===== src/hdl/bmee_pkg.sv =====
package bmee_pkg;

  localparam int SMP_W = 32;
  localparam int SUM_W = 48;
  localparam int SQ_W  = 64;
  localparam int DIV_W = 16;
  localparam int CFG_W = 16;
  localparam int IDX_W = 8;
  localparam int OUT_W = 32;

  localparam logic [IDX_W-1:0] REG_STEPS = IDX_W'(0);
  localparam logic [IDX_W-1:0] REG_LIMIT = IDX_W'(1);

  // One closed block as handed from the front to the back.
  typedef struct packed {
    logic                    clr;
    logic [DIV_W-1:0]        n;
    logic [DIV_W-1:0]        steps;
    logic signed [SUM_W-1:0] sum;
  } blk_t;

  typedef enum logic [3:0] {
    ST_IDLE,
    ST_DIV_MEAN,
    ST_MUL_MEAN,
    ST_ACC,
    ST_DIV_AVE,
    ST_DIV_AV2,
    ST_MUL_AVE2,
    ST_SUB,
    ST_DIV_VAR,
    ST_SQRT,
    ST_OUT
  } back_state_e;

endpackage


===== src/hdl/bmee_fifo.sv =====
module bmee_fifo (
  input  logic            clk_i,
  input  logic            rst_ni,
  input  logic            push_i,
  input  bmee_pkg::blk_t  push_data_i,
  output logic            full_o,
  input  logic            pop_i,
  output logic            valid_o,
  output bmee_pkg::blk_t  pop_data_o
);
  import bmee_pkg::*;

  blk_t       mem_q [2];
  logic       wr_q, wr_d, rd_q, rd_d;
  logic [1:0] cnt_q, cnt_d;

  assign full_o     = (cnt_q == 2'd2);
  assign valid_o    = (cnt_q != 2'd0);
  assign pop_data_o = mem_q[rd_q];

  always_comb begin
    wr_d  = wr_q;
    rd_d  = rd_q;
    cnt_d = cnt_q;
    if (push_i) begin
      wr_d = ~wr_q;
    end
    if (pop_i) begin
      rd_d = ~rd_q;
    end
    if (push_i && !pop_i) begin
      cnt_d = cnt_q + 2'd1;
    end else if (!push_i && pop_i) begin
      cnt_d = cnt_q - 2'd1;
    end
  end

  always_ff @(posedge clk_i or negedge rst_ni) begin
    if (!rst_ni) begin
      wr_q  <= 1'b0;
      rd_q  <= 1'b0;
      cnt_q <= 2'd0;
    end else begin
      wr_q  <= wr_d;
      rd_q  <= rd_d;
      cnt_q <= cnt_d;
    end
  end

  always_ff @(posedge clk_i) begin
    if (push_i) begin
      mem_q[wr_q] <= push_data_i;
    end
  end

endmodule


===== src/hdl/bmee_front.sv =====
module bmee_front #(
  parameter int COUNT_BITS = 16
) (
  input  logic                         clk_i,
  input  logic                         rst_ni,
  input  logic                         cfg_we_i,
  input  logic [bmee_pkg::IDX_W-1:0]   cfg_idx_i,
  input  logic [bmee_pkg::CFG_W-1:0]   cfg_data_i,
  input  logic                         in_valid_i,
  output logic                         in_ready_o,
  input  logic signed [bmee_pkg::SMP_W-1:0] sample_i,
  input  logic                         restart_i,
  input  logic                         full_i,
  output logic                         push_o,
  output bmee_pkg::blk_t               push_data_o
);
  import bmee_pkg::*;

  logic [COUNT_BITS-1:0]   steps_q, limit_q;
  logic signed [SUM_W-1:0] sum_q, sum_d, sum_b, sum_n;
  logic [COUNT_BITS-1:0]   cnt_q, cnt_d, cnt_b, cnt_n;
  logic [COUNT_BITS-1:0]   bd_q, bd_d, bd_b, bd_inc;
  logic [COUNT_BITS-1:0]   steps_e;
  logic                    pend_q, pend_d, pend_b;
  logic                    acc, close, live;

  assign in_ready_o = !full_i;
  assign acc        = in_valid_i && !full_i;

  always_comb begin
    sum_b   = restart_i ? '0 : sum_q;
    cnt_b   = restart_i ? '0 : cnt_q;
    bd_b    = restart_i ? '0 : bd_q;
    pend_b  = pend_q | restart_i;
    steps_e = (steps_q == '0) ? COUNT_BITS'(1) : steps_q;
    sum_n   = sum_b + SUM_W'(sample_i);
    cnt_n   = cnt_b + COUNT_BITS'(1);
    bd_inc  = bd_b + COUNT_BITS'(1);
    close   = (cnt_n >= steps_e);
    live    = (bd_b < limit_q);

    sum_d  = sum_q;
    cnt_d  = cnt_q;
    bd_d   = bd_q;
    pend_d = pend_q;
    push_o = 1'b0;
    if (acc) begin
      sum_d  = sum_b;
      cnt_d  = cnt_b;
      bd_d   = bd_b;
      pend_d = pend_b;
      if (live) begin
        if (close) begin
          push_o = 1'b1;
          sum_d  = '0;
          cnt_d  = '0;
          bd_d   = bd_inc;
          pend_d = 1'b0;
        end else begin
          sum_d = sum_n;
          cnt_d = cnt_n;
        end
      end
    end

    push_data_o.clr   = pend_b;
    push_data_o.n     = DIV_W'(bd_inc);
    push_data_o.steps = DIV_W'(steps_e);
    push_data_o.sum   = sum_n;
  end

  always_ff @(posedge clk_i or negedge rst_ni) begin
    if (!rst_ni) begin
      steps_q <= COUNT_BITS'(1000);
      limit_q <= COUNT_BITS'(100);
      sum_q   <= '0;
      cnt_q   <= '0;
      bd_q    <= '0;
      pend_q  <= 1'b0;
    end else begin
      if (cfg_we_i && cfg_idx_i == REG_STEPS) begin
        steps_q <= cfg_data_i[COUNT_BITS-1:0];
      end
      if (cfg_we_i && cfg_idx_i == REG_LIMIT) begin
        limit_q <= cfg_data_i[COUNT_BITS-1:0];
      end
      sum_q  <= sum_d;
      cnt_q  <= cnt_d;
      bd_q   <= bd_d;
      pend_q <= pend_d;
    end
  end

endmodule


===== src/hdl/bmee_div.sv =====
module bmee_div (
  input  logic                        clk_i,
  input  logic                        rst_ni,
  input  logic                        start_i,
  input  logic [bmee_pkg::SQ_W-1:0]   dividend_i,
  input  logic [bmee_pkg::DIV_W-1:0]  divisor_i,
  output logic                        done_o,
  output logic [bmee_pkg::SQ_W-1:0]   quot_o
);
  import bmee_pkg::*;

  logic [SQ_W-1:0]  q_q;
  logic [DIV_W-1:0] rem_q, d_q;
  logic [5:0]       cnt_q;
  logic             busy_q, done_q;
  logic [DIV_W:0]   rem_sh;
  logic             ge;

  // Restoring division, one quotient bit per cycle.
  assign rem_sh = {rem_q, q_q[SQ_W-1]};
  assign ge     = (rem_sh >= {1'b0, d_q});
  assign done_o = done_q;
  assign quot_o = q_q;

  always_ff @(posedge clk_i or negedge rst_ni) begin
    if (!rst_ni) begin
      busy_q <= 1'b0;
      done_q <= 1'b0;
      cnt_q  <= '0;
    end else begin
      done_q <= 1'b0;
      if (start_i) begin
        busy_q <= 1'b1;
        cnt_q  <= '0;
      end else if (busy_q) begin
        cnt_q <= cnt_q + 6'd1;
        if (cnt_q == 6'd63) begin
          busy_q <= 1'b0;
          done_q <= 1'b1;
        end
      end
    end
  end

  always_ff @(posedge clk_i) begin
    if (start_i) begin
      q_q   <= dividend_i;
      d_q   <= divisor_i;
      rem_q <= '0;
    end else if (busy_q) begin
      q_q   <= {q_q[SQ_W-2:0], ge};
      rem_q <= ge ? DIV_W'(rem_sh - {1'b0, d_q}) : rem_sh[DIV_W-1:0];
    end
  end

endmodule


===== src/hdl/bmee_sqrt.sv =====
module bmee_sqrt (
  input  logic                       clk_i,
  input  logic                       rst_ni,
  input  logic                       start_i,
  input  logic [bmee_pkg::SQ_W-1:0]  x_i,
  output logic                       done_o,
  output logic [bmee_pkg::OUT_W-1:0] root_o
);
  import bmee_pkg::*;

  logic [SQ_W-1:0] x_q, res_q, bit_q, trial;
  logic            busy_q, done_q;

  // Digit-by-digit root, two radicand bits per cycle.
  assign trial  = res_q + bit_q;
  assign done_o = done_q;
  assign root_o = res_q[OUT_W-1:0];

  always_ff @(posedge clk_i or negedge rst_ni) begin
    if (!rst_ni) begin
      busy_q <= 1'b0;
      done_q <= 1'b0;
    end else begin
      done_q <= 1'b0;
      if (start_i) begin
        busy_q <= 1'b1;
      end else if (busy_q && bit_q[0]) begin
        busy_q <= 1'b0;
        done_q <= 1'b1;
      end
    end
  end

  always_ff @(posedge clk_i) begin
    if (start_i) begin
      x_q   <= x_i;
      res_q <= '0;
      bit_q <= SQ_W'(1) << (SQ_W - 2);
    end else if (busy_q) begin
      if (x_q >= trial) begin
        x_q   <= x_q - trial;
        res_q <= (res_q >> 1) + bit_q;
      end else begin
        res_q <= res_q >> 1;
      end
      bit_q <= bit_q >> 2;
    end
  end

endmodule


===== src/hdl/bmee_back.sv =====
module bmee_back (
  input  logic                              clk_i,
  input  logic                              rst_ni,
  input  logic                              fifo_valid_i,
  input  bmee_pkg::blk_t                    fifo_data_i,
  output logic                              pop_o,
  output logic                              out_valid_o,
  input  logic                              out_ready_i,
  output logic [bmee_pkg::DIV_W-1:0]        block_index_o,
  output logic signed [bmee_pkg::OUT_W-1:0] block_mean_o,
  output logic signed [bmee_pkg::OUT_W-1:0] running_average_o,
  output logic [bmee_pkg::OUT_W-1:0]        running_error_o
);
  import bmee_pkg::*;

  localparam int HALF_W = SUM_W / 2;
  // Steps of the square: low half, cross term, high half.
  localparam logic [1:0] SQ_LO    = 2'd0;
  localparam logic [1:0] SQ_CROSS = 2'd1;
  localparam logic [1:0] SQ_HI    = 2'd2;

  back_state_e             state_q, state_d;
  blk_t                    ent_q, ent_d;
  logic signed [SQ_W-1:0]  s1_q, s1_d;
  logic [SQ_W-1:0]         s2_q, s2_d;
  logic signed [SUM_W-1:0] mean_q, mean_d, ave_q, ave_d;
  logic [SQ_W-1:0]         prod_q, prod_d, av2_q, av2_d;
  logic [OUT_W-1:0]        err_q, err_d;
  logic [SQ_W-1:0]         dvd_q, dvd_d;
  logic [DIV_W-1:0]        dsr_q, dsr_d;
  logic                    dstart_q, dstart_d, sstart_q, sstart_d;
  logic                    ov_q, ov_d;
  logic [1:0]              mstep_q, mstep_d;
  logic [DIV_W-1:0]        oidx_q;
  logic signed [OUT_W-1:0] omean_q, oave_q;
  logic [OUT_W-1:0]        oerr_q;
  logic                    load;

  logic                    div_done, sqrt_done;
  logic [SQ_W-1:0]         quot;
  logic [OUT_W-1:0]        root;
  logic [SUM_W-1:0]        q48;
  logic [SUM_W-1:0]        mean_mag, ave_mag, sq_src;
  logic [HALF_W-1:0]       sq_hi, sq_lo, mul_a, mul_b;
  logic [SUM_W-1:0]        mul_p;
  logic [SQ_W-1:0]         ave2, var_v;
  logic [SQ_W-1:0]         s1_mag;

  bmee_div u_div (
    .clk_i      (clk_i),
    .rst_ni     (rst_ni),
    .start_i    (dstart_q),
    .dividend_i (dvd_q),
    .divisor_i  (dsr_q),
    .done_o     (div_done),
    .quot_o     (quot)
  );

  bmee_sqrt u_sqrt (
    .clk_i   (clk_i),
    .rst_ni  (rst_ni),
    .start_i (sstart_q),
    .x_i     (quot),
    .done_o  (sqrt_done),
    .root_o  (root)
  );

  assign q48      = quot[SUM_W-1:0];
  assign mean_mag = mean_q[SUM_W-1] ? (~mean_q + SUM_W'(1)) : mean_q;
  assign ave_mag  = ave_q[SUM_W-1] ? (~ave_q + SUM_W'(1)) : ave_q;
  assign ave2     = prod_q >> 16;
  assign var_v    = (av2_q > ave2) ? (av2_q - ave2) : '0;
  assign load     = (state_q == ST_OUT) && (!ov_q || out_ready_i);

  // Square a magnitude with one half-width multiplier, one partial product at a time,
  // keeping the low 64 bits of the product.
  assign sq_src = (state_q == ST_MUL_MEAN) ? mean_mag : ave_mag;
  assign sq_hi  = sq_src[SUM_W-1:HALF_W];
  assign sq_lo  = sq_src[HALF_W-1:0];
  assign mul_a  = (mstep_q == SQ_LO) ? sq_lo : sq_hi;
  assign mul_b  = (mstep_q == SQ_HI) ? sq_hi : sq_lo;
  assign mul_p  = SUM_W'(mul_a) * SUM_W'(mul_b);

  // Next state.
  always_comb begin
    state_d = state_q;
    unique case (state_q)
      ST_IDLE:     if (fifo_valid_i) state_d = ST_DIV_MEAN;
      ST_DIV_MEAN: if (div_done) state_d = ST_MUL_MEAN;
      ST_MUL_MEAN: if (mstep_q == SQ_HI) state_d = ST_ACC;
      ST_ACC:      state_d = ST_DIV_AVE;
      ST_DIV_AVE: begin
        if (div_done) begin
          state_d = (ent_q.n <= DIV_W'(1)) ? ST_OUT : ST_DIV_AV2;
        end
      end
      ST_DIV_AV2:  if (div_done) state_d = ST_MUL_AVE2;
      ST_MUL_AVE2: if (mstep_q == SQ_HI) state_d = ST_SUB;
      ST_SUB:      state_d = ST_DIV_VAR;
      ST_DIV_VAR:  if (div_done) state_d = ST_SQRT;
      ST_SQRT:     if (sqrt_done) state_d = ST_OUT;
      ST_OUT:      if (load) state_d = ST_IDLE;
      default:     state_d = ST_IDLE;
    endcase
  end

  // Datapath and unit control.
  always_comb begin
    ent_d    = ent_q;
    s1_d     = s1_q;
    s2_d     = s2_q;
    mean_d   = mean_q;
    ave_d    = ave_q;
    prod_d   = prod_q;
    av2_d    = av2_q;
    err_d    = err_q;
    dvd_d    = dvd_q;
    dsr_d    = dsr_q;
    dstart_d = 1'b0;
    sstart_d = 1'b0;
    mstep_d  = SQ_LO;
    pop_o    = 1'b0;
    s1_mag   = '0;
    unique case (state_q)
      ST_IDLE: begin
        if (fifo_valid_i) begin
          pop_o    = 1'b1;
          ent_d    = fifo_data_i;
          dvd_d    = SQ_W'(fifo_data_i.sum[SUM_W-1] ? -fifo_data_i.sum : fifo_data_i.sum);
          dsr_d    = fifo_data_i.steps;
          dstart_d = 1'b1;
        end
      end
      ST_DIV_MEAN: begin
        if (div_done) begin
          mean_d = ent_q.sum[SUM_W-1] ? -q48 : q48;
        end
      end
      ST_MUL_MEAN, ST_MUL_AVE2: begin
        if (mstep_q == SQ_LO) begin
          prod_d = SQ_W'(mul_p);
        end else if (mstep_q == SQ_CROSS) begin
          prod_d = prod_q + (SQ_W'(mul_p) << (HALF_W + 1));
        end else begin
          prod_d = prod_q + (SQ_W'(mul_p) << (2 * HALF_W));
        end
        if (mstep_q != SQ_HI) begin
          mstep_d = mstep_q + 2'd1;
        end
      end
      ST_ACC: begin
        s1_d     = (ent_q.clr ? '0 : s1_q) +
                   {{(SQ_W-SUM_W){mean_q[SUM_W-1]}}, mean_q};
        s2_d     = (ent_q.clr ? '0 : s2_q) + (prod_q >> 16);
        s1_mag   = s1_d[SQ_W-1] ? -s1_d : s1_d;
        dvd_d    = s1_mag;
        dsr_d    = ent_q.n;
        dstart_d = 1'b1;
      end
      ST_DIV_AVE: begin
        if (div_done) begin
          ave_d = s1_q[SQ_W-1] ? -q48 : q48;
          err_d = '0;
          if (ent_q.n > DIV_W'(1)) begin
            dvd_d    = s2_q;
            dsr_d    = ent_q.n;
            dstart_d = 1'b1;
          end
        end
      end
      ST_DIV_AV2: begin
        if (div_done) begin
          av2_d = quot;
        end
      end
      ST_SUB: begin
        dvd_d    = var_v << 16;
        dsr_d    = ent_q.n - DIV_W'(1);
        dstart_d = 1'b1;
      end
      ST_DIV_VAR: begin
        if (div_done) begin
          sstart_d = 1'b1;
        end
      end
      ST_SQRT: begin
        if (sqrt_done) begin
          err_d = root;
        end
      end
      ST_OUT: begin
      end
      default: begin
      end
    endcase
  end

  always_comb begin
    ov_d = ov_q;
    if (out_ready_i) begin
      ov_d = 1'b0;
    end
    if (load) begin
      ov_d = 1'b1;
    end
  end

  always_ff @(posedge clk_i or negedge rst_ni) begin
    if (!rst_ni) begin
      state_q  <= ST_IDLE;
      s1_q     <= '0;
      s2_q     <= '0;
      dstart_q <= 1'b0;
      sstart_q <= 1'b0;
      ov_q     <= 1'b0;
      mstep_q  <= SQ_LO;
    end else begin
      state_q  <= state_d;
      s1_q     <= s1_d;
      s2_q     <= s2_d;
      dstart_q <= dstart_d;
      sstart_q <= sstart_d;
      ov_q     <= ov_d;
      mstep_q  <= mstep_d;
    end
  end

  always_ff @(posedge clk_i) begin
    ent_q  <= ent_d;
    mean_q <= mean_d;
    ave_q  <= ave_d;
    prod_q <= prod_d;
    av2_q  <= av2_d;
    err_q  <= err_d;
    dvd_q  <= dvd_d;
    dsr_q  <= dsr_d;
    if (load) begin
      oidx_q  <= ent_q.n;
      omean_q <= mean_q[OUT_W-1:0];
      oave_q  <= ave_q[OUT_W-1:0];
      oerr_q  <= err_q;
    end
  end

  assign out_valid_o       = ov_q;
  assign block_index_o     = oidx_q;
  assign block_mean_o      = omean_q;
  assign running_average_o = oave_q;
  assign running_error_o   = oerr_q;

endmodule


===== src/hdl/blocking_mean_error_estimator.sv =====
// Blocking mean and standard-error estimator, signed Q16.16 samples.
//
// Input channel (in_valid_i/in_ready_o): one sample per item, with a restart
// bit that clears all sums and counts before the sample is used. Below the
// block limit the front adds an item per cycle if its 2-entry queue has room.
// Output channel (out_valid_o/out_ready_i): one item per completed block with
// the block index, block mean, running average and its standard error.
// Configuration: cfg_we_i writes register cfg_idx_i (0 block length,
// 1 block limit) at once; write only while the block is idle.
// Work per block: a closed block takes up to four divisions in the back
// on one shared radix-2 divider, one square root and up to two squares;
// the first block skips the error terms.
// Throughput: one sample per cycle while blocks are longer than the back's
// work time; shorter blocks fill the queue and in_ready_o drops.
// Reset: sums, counts and queue clear; block length 1000, block limit 100.
// A stalled receiver holds the result register; the back waits and the queue
// then the front stop in turn, with no item lost.
module blocking_mean_error_estimator #(
  parameter int COUNT_BITS = 16
) (
  input  logic                              clk_i,
  input  logic                              rst_ni,
  input  logic                              cfg_we_i,
  input  logic [bmee_pkg::IDX_W-1:0]        cfg_idx_i,
  input  logic [bmee_pkg::CFG_W-1:0]        cfg_data_i,
  input  logic                              in_valid_i,
  output logic                              in_ready_o,
  input  logic signed [bmee_pkg::SMP_W-1:0] sample_i,
  input  logic                              restart_i,
  output logic                              out_valid_o,
  input  logic                              out_ready_i,
  output logic [bmee_pkg::DIV_W-1:0]        block_index_o,
  output logic signed [bmee_pkg::OUT_W-1:0] block_mean_o,
  output logic signed [bmee_pkg::OUT_W-1:0] running_average_o,
  output logic [bmee_pkg::OUT_W-1:0]        running_error_o
);
  import bmee_pkg::*;

  // Front to queue.
  logic push, full;
  blk_t push_data;
  // Queue to back.
  logic pop, q_valid;
  blk_t pop_data;

  // Accept samples, close blocks and check the block limit.
  bmee_front #(
    .COUNT_BITS (COUNT_BITS)
  ) u_front (
    .clk_i       (clk_i),
    .rst_ni      (rst_ni),
    .cfg_we_i    (cfg_we_i),
    .cfg_idx_i   (cfg_idx_i),
    .cfg_data_i  (cfg_data_i),
    .in_valid_i  (in_valid_i),
    .in_ready_o  (in_ready_o),
    .sample_i    (sample_i),
    .restart_i   (restart_i),
    .full_i      (full),
    .push_o      (push),
    .push_data_o (push_data)
  );

  // Hold closed blocks so the front keeps running while the back divides.
  bmee_fifo u_fifo (
    .clk_i       (clk_i),
    .rst_ni      (rst_ni),
    .push_i      (push),
    .push_data_i (push_data),
    .full_o      (full),
    .pop_i       (pop),
    .valid_o     (q_valid),
    .pop_data_o  (pop_data)
  );

  // Divide, update the running sums, take the root and register the result.
  bmee_back u_back (
    .clk_i             (clk_i),
    .rst_ni            (rst_ni),
    .fifo_valid_i      (q_valid),
    .fifo_data_i       (pop_data),
    .pop_o             (pop),
    .out_valid_o       (out_valid_o),
    .out_ready_i       (out_ready_i),
    .block_index_o     (block_index_o),
    .block_mean_o      (block_mean_o),
    .running_average_o (running_average_o),
    .running_error_o   (running_error_o)
  );

endmodule

===== config.mk =====
export PLATFORM = sky130hd
export DESIGN_NAME = blocking_mean_error_estimator
export DESIGN_NICKNAME = d
export VERILOG_FILES = /design/src/hdl/bmee_pkg.sv /design/src/hdl/bmee_fifo.sv /design/src/hdl/bmee_front.sv /design/src/hdl/bmee_div.sv /design/src/hdl/bmee_sqrt.sv /design/src/hdl/bmee_back.sv /design/src/hdl/blocking_mean_error_estimator.sv
export SDC_FILE = /design/constraint.sdc
export NUM_CORES = 2
export LEC_CHECK = 0
export BUFFER_PORTS_ARGS = -buffer_cell sky130_fd_sc_hd__buf_2
export CORE_MARGIN = 2
export CORE_UTILIZATION = 45
export CTS_BUF_LIST = sky130_fd_sc_hd__clkbuf_8
export CTS_CLUSTER_DIAMETER = 120
export CTS_CLUSTER_SIZE = 12
export DETAILED_ROUTE_END_ITERATION = 8
export GPL_TIMING_DRIVEN = 1
export SYNTH_ARGS = -nofsm -noshare
export SYNTH_HDL_FRONTEND = slang
export SYNTH_SLANG_ARGS = --single-unit

===== constraint.sdc =====
create_clock -name clk_i -period 16.1 [get_ports clk_i]
set_clock_uncertainty 0.15 [all_clocks]
set_input_delay 0 -clock clk_i [delete_from_list [all_inputs] [get_ports clk_i]]
set_output_delay 0 -clock clk_i [all_outputs]
set_load 0.1 [all_outputs]

==> results.yml <==
sta:
  hold_viol: 0
  finalCriticalPeriod_ps: 13680
  slew_viol_final: 0
  rsz0062_at_grt: "false"
  setup_viol: 0
  relSlewSlack_pct: 16.6
  fin_setup_tns_ps: 0
  setup_slack_ps: 2420
  fin_crit_sh_pct: 85.0
  tightestPinTransition_ps: 1250
  fmax_mhz: 73.1
  hold_ws_ps: 75.0
routing:
  dr.pass1.iters: 8
  wl_per_cell_microns: 24.4
  route.antenna.remaining_nets: 0
  vias: 73800
  initialDrtViolationCount: 6609
  drc: 0
  drt-vias-per-instance: 5.86
  wirelength_microns: 308000
min_path:
  hold_start: "sample_i[10]"
  hp-class: "input port to register"
  hold_end: "u_fifo.mem_q[0][10]"
  min_path_cells: 4
finish:
  drive_above_1_share_pct: 6.70
  final_cells: 12600
  stdcell_area_sq_um: 98400
  fin_util_pct: 48.7
  area_delta_synth_final_pct: 7.59
  nets: 11000
synthesis:
  syn-instance-count: 9734
  ys_seq_area_share_pct: 34.5
  synth_cell_type_count: 92
  syn_area_per_cell_sq_um: 9.40
  ys_warn_count: 0
  synth-async-reset-ratio_pct: 23.3
  synth-edff-count: 756
  netlist_area_sq_um: 91500
  ys_ff_latch: 1132
  synth_flop_cell: "edfxtp_1"
  synthesis.nets: 10900
floorplanning:
  core.rowCount: 165
  ios: 176
  core_area_sq_um: 202000
  die_x_microns: 455
  die_area_sq_um: 207000
  start_util_pct: 45.3
  dieHeight_microns: 455
placed_design:
  place_ws_ps: 2500
  portBuffers: 175
  place_inst: 12300
  dpl-instance-area_sq_um: 95300
  hpwl_microns: 237000
  place.gp.congestion: 1.01
critical_path:
  critPathRequiredTime_ps: 16580
  crit_type: "register to register"
  cpPeakStageDelay_ps: 960
  reg2regPathDepth: 42
  worstSetupStartpointType: "register"
  cp_num_buf_inv: 2
  r2r-end: "u_back.prod_q[62]"
  cpMostUsedCell: "fa_1"
  crit_family: "adder cells"
  crit_path_top_delay_cell: "mux2i_1"
  cp-end-kind: "register"
  crit_arrival_ps: 14160
  crit_path_max_fanout: 9
  r2r_setup_slack_ps: 2420
  worstSetupStartpoint: "u_back.mean_q[12]"
  r2r-start: "u_back.mean_q[12]"
global_routing:
  grt_pass1_vias: 72700
  gr-total-overflow: 0
  grt_pass1_wl_microns: 461000
  grt_max_degree: 244
  grt.total_usage_pct: 29.5
  grt_antenna_before_repair: 15
outcome:
  status: "complete, no violations"
clock_network:
  tritoncts: "yes"
  cts_made_buffers: 104
  clock-sinks: 1132
  clk_path_buf_depth: 3
  h-tree-depth: 3
  clkTransAtPathRegs_ps: 100
  root_buffer: "clkbuf_8"
  insertion_delay_ps: 930
  post-cts-setup-buffer-count: 0
power_and_ir_drop:
  p_leak_nw: 40.8
  power_density_nw_per_um2: 55.4
  ir_drop_v: 0.0000754
  p_total_mw: 5.45
run:
  maxCapViolations: 0
[kinds of logic (layout without fill, tap and decap cells)]
family	after synthesis	count (layout)	synth area share (%)
AOI/OAI and AO/OA	2303	2303	16.2
xor gates and xnor gates	758	758	7.26
adders and majority gates	1112	1112	19.2
buffers and inverters	1234	1420	5.07
DFF	1132	1132	34.5
muxes	258	258	2.97
other	0	3	0
and+or+nand+nor	2937	2937	14.8
[report_power, final]
part / switching, mW / total, mW / internal (mW)
combinational: 0.300 / 0.539 / 0.239
sequential: 0.0360 / 3.22 / 3.18
clock: 1.08 / 1.70 / 0.619
total: 1.41 / 5.45 / 4.04
[worst min-delay path, cell delays in order]
cell and delay [ps]:
dlygate4sd3_1 520, buf_2 100, ha_1 190, xnor2_1 140
[timing repair]
item                                   CTS  global route
endpoints found under the hold margin  477             0
resized for setup                        0             0
hold buffers                           127             0
[synth_stat cells, types with 55 or more instances]
library cell  count  area share [%]
a211oi_1        103            0.85
a21o_1          252             2.1
a21oi_1         489             2.7
a22o_1           71            0.68
a31oi_1         119            0.81
and2_1           85            0.58
and3_1           63            0.43
clkbuf_1        418             1.7
dfrtp_1         255             7.0
dfxtp_1         112             2.5
edfxtp_1        756              25
fa_1            490              11
ha_1            622             8.5
inv_1           782             3.2
mux2_2          110             1.4
mux2i_1         148             1.6
nand2_1        1104             4.5
nand2b_1         96            0.66
nand3_1         121            0.66
nand4_1          79            0.54
nor2_1          793             3.3
nor2b_1         246             1.7
nor3_1          113            0.62
o21a_1           88            0.72
o21ai_0         628             3.4
o21bai_1         66            0.54
o31ai_1          73            0.60
or3_1            55            0.38
xnor2_1         456             4.4
xor2_1          302             2.9
[state kept, by name (all words and copies together) (netlist names), 48 cells and up]
name and count:
u_back.u_sqrt.x_q 64, u_back.ave_q 48, u_back.dvd_q 64, u_back.prod_q 48
u_back.s2_q 64, u_front.sum_q 48, u_fifo.mem_q 162, u_back.s1_q 64
u_back.av2_q 64, u_back.u_div.quot_o 64, u_back.mean_q 48, u_back.u_sqrt.res_q 64
[worst max-delay path by stage]
| stage | to | slack [ps] | cells after the start |
|---|---|---|---|
| global route | u_back.prod_q[63] | 1740 | 41 |
| floorplan | u_back.prod_q[62] | 4170 | 47 |
| CTS | u_back.prod_q[62] | 2520 | 42 |
| detailed placement | u_back.prod_q[62] | 2500 | 42 |
| finish | u_back.prod_q[62] | 2420 | 42 |
| global placement | u_back.prod_q[62] | 2740 | 42 |
[routing by layer]
layer / up-vias / part of all wire (%) / global-route usage, %
met4: 8 / 5.3 / 14.0
met3: 564 / 6.1 / 3.58
li1: 34200 / - / -
met1: 36400 / 42 / 38.9
met2: 2613 / 46 / 48.2
met5: - / 0.015 / 0
[cell type report]
type / instances / area (sq um)
sequential: 1132 / 31600
multi-input combinational: 7368 / 55500
clock buffer: 105 / 1450
timing repair buffer: 441 / 3240
fill: 19100 / 104000
inverter: 782 / 2940
antenna: 3 / 7.51
tap: 2672 / 3340
clock inverter: 92 / 413
[cell usage in the layout (no fill, tap or decap), types with 108 or more instances in the layout]
cell	netlist	routed
mux2i_1	148	144
dlygate4sd3_1	0	126
dfxtp_1	112	112
buf_2	8	174
fa_1	490	490
inv_1	782	865
xnor2_1	456	455
o21ai_0	628	621
ha_1	622	622
buf_4	0	137
xor2_1	302	301
mux2_2	110	110
nor2b_1	246	245
dfrtp_1	255	251
a21o_1	252	252
a21oi_1	489	487
a31oi_1	119	119
nor2_1	793	786
edfxtp_1	756	756
nor3_1	113	108
nand3_1	121	121
nand2_1	1104	1104
No activity file was read; power rests on OpenSTA's default activity.
